`config.mk`:
```
export PLATFORM = sky130hd
export DESIGN_NAME = source_comment_stripper
export DESIGN_NICKNAME = d
export VERILOG_FILES = /design/src/hw/rtl/sct_pkg.sv /design/src/hw/rtl/sct_step.sv /design/src/hw/rtl/source_comment_stripper.sv
export SDC_FILE = /design/constraint.sdc
export NUM_CORES = 1
export LEC_CHECK = 0
export BUFFER_PORTS_ARGS = -buffer_cell sky130_fd_sc_hd__clkbuf_2
export CAP_MARGIN = 20
export CORE_AREA = 2 2 97 99
export DETAILED_ROUTE_END_ITERATION = 8
export DIE_AREA = 0 0 99 101
export MAX_ROUTING_LAYER = met4
export PLACE_DENSITY_LB_ADDON = 0.08
export SYNTH_ARGS = -nofsm -noshare
export SYNTH_HDL_FRONTEND = slang
export SYNTH_SLANG_ARGS = --single-unit
```
`constraint.sdc`:
```
create_clock -name clk -period 3.9 [get_ports clk]
set_input_delay 0.195 -clock clk [delete_from_list [all_inputs] [get_ports clk]]
set_output_delay 0.195 -clock clk [all_outputs]
set_load 0.01 [all_outputs]
```
`src/hw/rtl/sct_pkg.sv`:
```
// shared types and character constants for the source comment stripper
`timescale 1ns / 1ps

package sct_pkg;

  // scanner modes
  typedef enum logic [2:0] {
    MODE_NORMAL = 3'd0,
    MODE_SLASH  = 3'd1,
    MODE_LINE   = 3'd2,
    MODE_BLOCK  = 3'd3,
    MODE_BSTAR  = 3'd4
  } scan_mode_t;

  // scanner state carried from byte to byte
  typedef struct packed {
    scan_mode_t  scan_mode;
    logic        inside_parens;
    logic        quote_protect;
    logic [7:0]  previous_char;
  } scan_state_t;

  // one result byte with its run marker
  typedef struct packed {
    logic [7:0] out_char;
    logic       last_of_run;
  } result_t;

  localparam scan_state_t STATE_RESET = '{
    scan_mode:     MODE_NORMAL,
    inside_parens: 1'b0,
    quote_protect: 1'b0,
    previous_char: 8'h00
  };

  localparam logic [7:0] CH_LPAR  = 8'h28;
  localparam logic [7:0] CH_RPAR  = 8'h29;
  localparam logic [7:0] CH_QUOTE = 8'h22;
  localparam logic [7:0] CH_SPACE = 8'h20;
  localparam logic [7:0] CH_SLASH = 8'h2F;
  localparam logic [7:0] CH_STAR  = 8'h2A;
  localparam logic [7:0] CH_NL    = 8'h0A;

endpackage

```
`src/hw/rtl/sct_step.sv`:
```
// combinational scanner step: one input byte to zero, one or two result bytes
`timescale 1ns / 1ps

module sct_step (
  input  logic [7:0]          in_char,
  input  logic                final_byte,
  input  logic                drop_newlines,
  input  sct_pkg::scan_state_t cur_state,
  output sct_pkg::scan_state_t next_state,
  output logic [1:0]          res_count,
  output sct_pkg::result_t    res0,
  output sct_pkg::result_t    res1
);
  import sct_pkg::*;

  scan_state_t st;
  logic [1:0]  n;
  logic [7:0]  b0;
  logic [7:0]  b1;
  logic        drop_c;
  logic        ip_new;
  logic        qp_new;

  always_comb begin
    st     = cur_state;
    n      = 2'd0;
    b0     = CH_SLASH;
    b1     = in_char;
    drop_c = (in_char == CH_NL) && drop_newlines;
    ip_new = cur_state.inside_parens;
    qp_new = cur_state.quote_protect;

    unique case (cur_state.scan_mode)
      MODE_SLASH: begin
        if (in_char == CH_SLASH) begin
          st.scan_mode = MODE_LINE;
        end else if (in_char == CH_STAR) begin
          st.scan_mode = MODE_BLOCK;
        end else begin
          // lone slash: emit it and then the byte as it is, unless the byte is a dropped newline
          st.scan_mode = MODE_NORMAL;
          b0 = CH_SLASH;
          b1 = in_char;
          if (drop_c) begin
            n = 2'd1;
          end else begin
            n = 2'd2;
            st.previous_char = in_char;
          end
        end
      end
      MODE_LINE: begin
        if (in_char == CH_NL) begin
          st.scan_mode = MODE_NORMAL;
          b0 = in_char;
          if (!drop_c) begin
            n = 2'd1;
            st.previous_char = in_char;
          end
        end
      end
      MODE_BLOCK: begin
        if (in_char == CH_STAR) begin
          st.scan_mode = MODE_BSTAR;
        end
      end
      MODE_BSTAR: begin
        if (in_char == CH_SLASH) begin
          st.scan_mode = MODE_NORMAL;
          st.previous_char = CH_SLASH;
        end else if (in_char != CH_STAR) begin
          st.scan_mode = MODE_BLOCK;
        end
      end
      default: begin
        // normal text with paren and quote tracking
        st.scan_mode = MODE_NORMAL;
        if (in_char == CH_LPAR) begin
          ip_new = 1'b1;
        end
        if (in_char == CH_QUOTE && ip_new) begin
          qp_new = 1'b1;
        end
        if (in_char == CH_RPAR) begin
          qp_new = 1'b0;
          ip_new = 1'b0;
        end
        st.inside_parens = ip_new;
        st.quote_protect = qp_new;
        b0 = in_char;
        if (!qp_new && in_char == CH_SLASH) begin
          st.scan_mode = MODE_SLASH;
        end else if (!qp_new && in_char == CH_SPACE &&
                     cur_state.previous_char == CH_SPACE) begin
          // collapsed space
          st.previous_char = in_char;
        end else if (!drop_c) begin
          n = 2'd1;
          st.previous_char = in_char;
        end
      end
    endcase

    // end of text: flush a pending slash, then back to reset state
    if (final_byte) begin
      if (st.scan_mode == MODE_SLASH) begin
        if (n == 2'd0) begin
          b0 = CH_SLASH;
        end else begin
          b1 = CH_SLASH;
        end
        n = n + 2'd1;
      end
      st = STATE_RESET;
    end
  end

  assign next_state = st;
  assign res_count  = n;
  assign res0       = '{out_char: b0, last_of_run: (n == 2'd1)};
  assign res1       = '{out_char: b1, last_of_run: 1'b1};

endmodule

```
`src/hw/rtl/source_comment_stripper.sv`:
```
// top level of the source comment stripper: scanner state and result queue
`timescale 1ns / 1ps

// Source comment stripper. Takes one byte of source text per transfer on the in_
// stream and gives the stripped text on the out_ stream, one byte per transfer,
// with out_tlast high on the last byte caused by an input byte (an input byte may
// cause none). Line and block comments are removed, space runs collapse, and a
// quoted string opened inside parentheses keeps slashes and spaces to the closing
// parenthesis. in_tlast marks the final byte of a text; it flushes a pending slash
// and returns the scanner to its reset state. A new byte is taken in every cycle:
// the scanner step is a single level of logic on a registered state, and results
// go to a four-entry queue. A byte that causes two results (a lone slash) always
// follows one that causes none, so with the output side taking a byte per cycle
// the queue never holds more than two and the input stalls only after the output
// side has stalled, until the queue is back down to two entries.
// cfg_we writes drop_newlines (1 removes newline bytes); write it only while idle.

module source_comment_stripper (
  input  logic       clk,
  input  logic       rst_n,
  // configuration
  input  logic       cfg_we,
  input  logic       cfg_wdata,     // drop_newlines
  // input stream
  input  logic       in_tvalid,
  output logic       in_tready,
  input  logic [7:0] in_tdata,      // [7:0] in_char
  input  logic       in_tlast,      // final_byte
  // result stream
  output logic       out_tvalid,
  input  logic       out_tready,
  output logic [7:0] out_tdata,     // [7:0] out_char
  output logic       out_tlast      // last_of_run
);
  import sct_pkg::*;

  localparam int QDEPTH = 4;

  logic        drop_nl_r;
  scan_state_t state_r;
  scan_state_t state_nxt;
  logic [1:0]  res_count;
  result_t     res0;
  result_t     res1;

  result_t     q_r [QDEPTH];
  result_t     q_nxt [QDEPTH];
  logic [2:0]  cnt_r;
  logic [2:0]  cnt_nxt;
  logic [2:0]  cnt_pop;
  logic [2:0]  cnt_pop1;
  logic        in_xfer;
  logic        out_xfer;

  // configuration register
  always_ff @(posedge clk) begin
    if (!rst_n) begin
      drop_nl_r <= 1'b0;
    end else if (cfg_we) begin
      drop_nl_r <= cfg_wdata;
    end
  end

  // scanner step
  sct_step u_step (
    .in_char       (in_tdata),
    .final_byte    (in_tlast),
    .drop_newlines (drop_nl_r),
    .cur_state     (state_r),
    .next_state    (state_nxt),
    .res_count     (res_count),
    .res0          (res0),
    .res1          (res1)
  );

  assign in_xfer  = in_tvalid && in_tready;
  assign out_xfer = out_tvalid && out_tready;

  // scanner state register
  always_ff @(posedge clk) begin
    if (!rst_n) begin
      state_r <= STATE_RESET;
    end else if (in_xfer) begin
      state_r <= state_nxt;
    end
  end

  // room for two results regardless of the output side
  assign in_tready = (cnt_r <= 3'd2);

  // result queue: head at entry 0, pop shifts down, push behind the rest
  always_comb begin
    cnt_pop  = cnt_r - {2'b00, out_xfer};
    cnt_pop1 = cnt_pop + 3'd1;
    for (int i = 0; i < QDEPTH; i++) begin
      q_nxt[i] = q_r[i];
    end
    for (int i = 0; i < QDEPTH - 1; i++) begin
      if (out_xfer) begin
        q_nxt[i] = q_r[i + 1];
      end
    end
    for (int i = 0; i < QDEPTH; i++) begin
      if (in_xfer && res_count != 2'd0 && cnt_pop == 3'(i)) begin
        q_nxt[i] = res0;
      end
      if (in_xfer && res_count == 2'd2 && cnt_pop1 == 3'(i)) begin
        q_nxt[i] = res1;
      end
    end
    cnt_nxt = cnt_pop + (in_xfer ? {1'b0, res_count} : 3'd0);
  end

  always_ff @(posedge clk) begin
    if (!rst_n) begin
      cnt_r <= 3'd0;
    end else begin
      cnt_r <= cnt_nxt;
    end
  end

  always_ff @(posedge clk) begin
    for (int i = 0; i < QDEPTH; i++) begin
      q_r[i] <= q_nxt[i];
    end
  end

  assign out_tvalid = (cnt_r != 3'd0);
  assign out_tdata  = q_r[0].out_char;
  assign out_tlast  = q_r[0].last_of_run;

endmodule
```
==> results of run 1 <==
## cell usage in the layout, fill, tap and decap left out, types with 5 or more instances in the layout
| cell | Yosys | final |
|---|---|---|
| nand2_1 | 42 | 42 |
| o22a_1 | 7 | 7 |
| inv_1 | 10 | 10 |
| edfxtp_1 | 32 | 32 |
| nand4_1 | 6 | 6 |
| nor3_1 | 7 | 7 |
| and3_1 | 5 | 5 |
| dfxtp_1 | 21 | 21 |
| a22o_1 | 11 | 11 |
| nor2b_1 | 9 | 9 |
| nor2_1 | 24 | 24 |
| clkbuf_8 | 0 | 5 |
| o21ai_0 | 11 | 11 |
| and2_1 | 10 | 10 |
| a21oi_1 | 22 | 22 |
| or3_1 | 5 | 5 |
| mux2i_1 | 8 | 8 |
| clkbuf_2 | 0 | 25 |
## per-layer routing
metal / part of all wire [%] / vias up / wire (um) / global-route usage (%)
met5: 0 / - / 0 / -
met4: 2.0 / 0 / 171 / 5.69
met3: 5.9 / 12 / 503 / 4.85
met2: 44 / 81 / 3740 / 26.2
met1: 48 / 1219 / 4110 / 25.1
li1: - / 1267 / - / -
## area by class of cell
class / count / area (sq um)
fillers: 901 / 5480
multi-input cells: 246 / 1680
flip-flops and latches: 53 / 1380
repair buffers: 28 / 148
well taps: 111 / 139
clock buffers: 5 / 68.8
clock inverters: 3 / 43.8
inverters: 10 / 37.5
## power groups by stage
stage	registers [mW]	logic, mW	clock network, mW
floorplan	0.924	0.525	0
finish	0.902	0.758	0.382
detailed placement	0.917	0.755	0
CTS	0.905	0.759	0.394
global route	0.922	0.850	0.413
global placement	0.916	0.769	0
## flip-flops by register name (all words and copies together) (netlist names)
| signal | count |
|---|---|
| drop_nl_r | 1 |
| cnt_r | 3 |
| q_r | 36 |
| state_r | 13 |
## cell usage after synthesis, types with 2 or more instances
cell type	count	area (sq um)
a21oi_4	3	48.8
mux2_2	3	33.8
o32a_1	2	20.0
o221a_2	4	45.0
inv_1	10	37.5
nor2b_1	9	56.3
o22a_1	7	61.3
or2_1	3	18.8
or2_2	2	12.5
xnor2_1	2	17.5
mux2i_1	8	80.1
a21oi_1	22	110
o221ai_1	3	26.3
dfxtp_1	21	420
nor2_1	24	90.1
buf_2	3	15.0
o2bb2ai_1	3	26.3
a22o_1	11	96.3
nor3_2	2	20.0
a2bb2oi_1	2	17.5
nor4_1	3	18.8
nor3_1	7	35.0
o21ai_1	2	10.0
ha_1	4	50.1
a41oi_1	2	17.5
edfxtp_1	32	961
o21ai_0	11	55.1
nor2_2	2	12.5
and3_1	5	31.3
nand3b_1	2	15.0
a21boi_0	3	22.5
a21o_1	4	30.0
nand2_1	42	158
or3_1	5	31.3
nand3_1	3	15.0
clkbuf_1	11	41.3
nand4_1	6	37.5
and2_1	10	62.6
## cell families (layout without fill, tap and decap cells)
| group | count (synthesis) | count (layout) | share of synthesized area, % |
|---|---|---|---|
| flops | 53 | 53 | 43.8 |
| mux | 11 | 11 | 3.61 |
| buf+inv | 24 | 46 | 2.98 |
| xor+xnor | 3 | 3 | 0.833 |
| simple gates | 134 | 134 | 22.8 |
| compound gates | 93 | 93 | 23.8 |
| fa+ha+maj | 5 | 5 | 2.22 |
## stage by stage
stage	cell area, sq um	total power [mW]	instances
3_5_place_dp	3380	1.67	448
6_report	3500	2.04	456
5_1_grt	3500	2.19	456
4_1_cts	3500	2.06	456
3_3_place_gp	3380	1.69	448
2_1_floorplan	3150	1.45	323
## critical path, stage by stage (launching register included)
cell     delay (ps)
dfxtp_1         340
or3_1           380
nand2_1         260
inv_1            80
ha_1            180
ha_1            390
nor2_1          100
ha_1            370
nand2_1         130
nor3_1          340
nor2_1          160
nand2_1         300
## worst paths after layout
| path | startpoint | end | slack, ps |
|---|---|---|---|
| setup / recovery | cnt_r[2] | q_r[1][1] | 550 |
| hold / removal | cfg_wdata | drop_nl_r | 150 |
| setup reg to reg | cnt_r[2] | q_r[1][1] | 550 |
| hold reg to reg | state_r[7] | state_r[7] | 470 |
==> impl_results.md, run 1 <==
* Status: completed
* CTS Hold Bufs at 0
* Total of warnings raised by yosys at 0
* CP Max Fanout at 8
* Final Util at 39.0%
* Clock period minus worst slack at 3350 ps
* Layout area overhead at 10.9%
* Initial core utilization at 35.1%
* Placer Congestion at 0.821
* H-tree levels at 2
* Nets@finish at 364
* Switching Power at 708 uW
* HP Class: in -> reg
* Final Hold Vio Count at 0
* Residual DRC count at 0
* Critical path required time at 3890 ps
* Unrepaired setup endpoints after global routing: no
* Hpwl dp at 6330 um
* Longest Clk Path Bufs at 2
* Port Buffer Count at 25
* Layout cells sized above 1 at 18.0%
* DIE AREA at 0.0100 sq mm
* Post-Syn Instances at 323
* CP Launch Type: flop
* Core box area at 0.00898 sq mm
* Chip Width at 99 um
* Sw frac at 34.7%
* Hold WS at 151 ps
* Clock sink count at 53
* Total CTS buffers at 5
* Clk pwr share at 18.7%
* DR iter-0 viols at 264
* Async set-reset flop share out of synthesis at 0%
* Antenna violations before repair at 0
* Final setup skew at 9.48 ps
* Post-Place Setup Slack at 577 ps
* Final Max Tran Viols at 0
* Reg power frac at 44.2%
* Vias in the first global route at 2514
* Total negative slack at 0 ps
* Reg clk slew, reported paths at 100 ps
* GRT Overall Usage at 18.2%
* Main synth FF type: edfxtp_1
* Power per cell area at 584 mW/mm^2
* Clk_lat worst skew at 310 ps
* Drt total wl at 8530 um
* Net count of the mapped netlist at 343
* Number of max-cap violations at 0
* #FFs+latches synth at 53
* Hold depth at 3
* Grt total ovfl at 0
* Avg Cell Area, Syn at 9.77 sq um
* Postcts setup bufs at 0
* IO Pins at 26
* CTS resizes at 0
* Via count at 2579
* # diodes at 0
* TritonCTS clock tree: done
* Final worst-path cycle share at 85.8%
* Die Y-Extent at 101 um
* First-pass GRT wire length at 13600 um
* Cell chosen for the clock root: clkbuf_8
* Worst EP arrival at 3340 ps
* Largest net degree at the start of global routing at 19
* Cell Int Power at 1.33 mW
* Row count at 35
* Crit Path Category: reg -> reg
* Worst Reg2Reg Path Length in Cells at 11
* Leakage at 1.30 nW
* Vias/cell at 5.66
* Drt wl/cell at 18.7 um
* Min setup slack post-route at 553 ps
* CP Capture Type: flop
* Final setup viols at 0
* VDD IR max at 232 uV
* Antenna Violating Nets Remaining at 0
* Mapped Area at 0.00315 sq mm
* Drt pass-1 iters at 5
* Seq/Total Area, Yosys at 43.8%
* Logic pwr share at 37.1%
* Number of flops mapped to enable cells by yosys at 32
* Slew margin rel. at 58.5%
* Worst Max-Slew Pin Slew at 621 ps
* Post-synth cell types at 63
* Fmax achieved at 299 MHz
(Power assumes the default switching activity.)
==> inputs of run 2 (changes only) <==
Settings changed: REMOVE_ABC_BUFFERS set to 1.
==> run 2 against run 1 <==
Non-clock buffer count unchanged. Via count down 3.9%. Clock skew increased by 4.9 ps. Critical endpoint unchanged. Largest cell class unchanged. Largest power group unchanged. Highest routed layer unchanged.
==> impl_results.md, run 2 (synthesis gave the netlist of run 1 again) <==
* Drt pass-1 iters at 4 (-1)
* TritonCTS clock tree: done
* Layout area overhead at 10.3%
* M1 WL at 3610 um (-12%)
* First-pass GRT wire length at 12800 um (-6.1%)
* Largest register FFs at 36 (unchanged)
* Status: completed
* CP Capture Type: flop
* Min setup slack post-route at 455 ps (-97.6 ps)
* DR iter-0 viols at 71 (-73%)
* Initial core utilization at 35.1% (unchanged)
* Antenna Violating Nets Remaining at 0 (unchanged)
* Final std cells w/o fill at 456 (unchanged)
* H-tree levels at 2 (unchanged)
* Total negative slack at 0 ps (unchanged)
* Residual DRC count at 0 (unchanged)
* Cell chosen for the clock root: clkbuf_8
* Reg clk slew, reported paths at 110 ps (about the same)
* Final setup skew at 14.4 ps (+4.92 ps)
* Final Util at 38.8% (-0.20 points)
* R2r setup slk at 460 ps (-100 ps)
* Critical path required time at 3890 ps (about the same)
* DIE AREA at 0.0100 sq mm (unchanged)
* Drt wl/cell at 17.0 um (-9.3%)
* Most common cell after layout, fill and taps aside: nand2_1
* Total Power at 1.97 mW (-3.7%)
* Power per cell area at 565 mW/mm^2 (-3.2%)
* Number of max-cap violations at 0 (unchanged)
* GRT Overall Usage at 16.7% (-1.6 points)
* Worst Reg2Reg Path Length in Cells at 11 (unchanged)
* Hold WS at 135 ps (-16.1 ps)
* Drt total wl at 7740 um (-9.3%)
* Final setup viols at 0 (unchanged)
* Nets@finish at 364 (unchanged)
* Post-Place Setup Slack at 438 ps (-139 ps)
* Placer Congestion at 0.794 (-3.3%)
* Final Hold Vio Count at 0 (unchanged)
* Fillers at 923 (+2.4%)
* Layout cells sized above 1 at 18.0% (unchanged)
* Worst Max-Slew Pin Slew at 580 ps (-41.5 ps)
* Total CTS buffers at 5 (unchanged)
* Crit Path Category: reg -> reg
* Row count at 35 (unchanged)
* Postcts setup bufs at 0 (unchanged)
* Worst R2R Start: cnt_r[2]
* Vias in the first global route at 2464 (-2.0%)
* VDD IR max at 167 uV (-28%)
* Clock sink count at 53 (unchanged)
* Unrepaired setup endpoints after global routing: no
* Clock period minus worst slack at 3440 ps (+97.6 ps)
* # diodes at 0 (unchanged)
* Fin area at 0.00348 sq mm (-0.50%)
* Fmax achieved at 290 MHz (-2.8%)
* Worst EP arrival at 3440 ps (+100 ps)
* Top flop regs: q_r: 36 flops, state_r: 13 flops, cnt_r: 3 flops
* Antenna violations before repair at 0 (unchanged)
* Die Y-Extent at 101 um (unchanged)
* Top routing layer in use: met4
* Vias/cell at 5.43 (-3.9%)
* CTS resizes at 0 (unchanged)
* Grt total ovfl at 0 (unchanged)
* Hpwl dp at 5940 um (-6.1%)
* CTS Hold Bufs at 0 (unchanged)
* Crit path from: cnt_r[2]
* Port Buffer Count at 25 (unchanged)
* Chip Width at 99 um (unchanged)
* Leakage at 1.29 nW (-1.2%)
* Final worst-path cycle share at 88.3% (+2.5 points)
* HP Class: in -> reg
* CP Launch Type: flop
* Final Max Tran Viols at 0 (unchanged)
* Via count at 2478 (-3.9%)
* IO Pins at 26 (unchanged)
* Worst r2r dst: q_r[1][1]
* CP Max Fanout at 8 (unchanged)
* Placed instance area at 0.00338 sq mm (unchanged)
* Longest Clk Path Bufs at 2 (unchanged)
* Dpl cells at 448 (unchanged)
* Slew margin rel. at 61.3% (+2.8 points)
* Clk_lat worst skew at 310 ps (about the same)
* Met3 WL at 168 um (-67%)
* Crit path capture: q_r[1][1]
* Core box area at 0.00898 sq mm (unchanged)
* Largest net degree at the start of global routing at 19 (unchanged)
* Most used cells in the layout excluding fill and tap cells: nand2_1 (42), edfxtp_1 (32), clkbuf_2 (25)
* Largest Register: q_r
* WL met2 at 3900 um (+4.3%)
-- run 2: layout make-up --
type | count | area [sq um] | area share, %
Inverter | 10 | 37.5 | 1.08
Clock buffer | 5 | 68.8 | 1.98
Tap cell | 111 | 139 | 3.99
Timing Repair Buffer | 28 | 148 | 4.24
Multi-Input combinational cell | 246 | 1680 | 48.3
Sequential cell | 53 | 1380 | 39.7
Clock inverter | 3 | 26.3 | 0.755
-- run 2: how the worst min path moves through the flow --
stage                    start         end  slack [ps]  cells after the start
global placement     cfg_wdata   drop_nl_r         450                      3
CTS                  cfg_wdata   drop_nl_r         120                      3
floorplan                rst_n    cnt_r[0]         320                      1
detailed placement  state_r[7]  state_r[7]         460                      1
finish               cfg_wdata   drop_nl_r         140                      3
global route         cfg_wdata   drop_nl_r         160                      3
-- run 2: worst max-delay path, cell delays in order, from the launching register on --
cell,delay [ps]
dfxtp_1,340
or3_1,380
nand2_1,270
inv_1,90
ha_1,190
ha_1,400
nor2_1,100
ha_1,360
nand2_1,120
nor3_1,390
nor2_1,190
nand2_1,300
-- run 2: power breakdown --
part	internal, mW	switching, mW	leakage, nW
sequential	0.843	0.0533	0.475
clock	0.131	0.206	0.0423
combinational	0.299	0.435	0.769
total	1.27	0.694	1.29
-- run 2: layer usage --
layer,global-route usage (%),up-vias
li1,-,1260
met1,19.6,1186
met2,29.8,26
met3,2.70,6
met4,4.11,0
met5,-,-
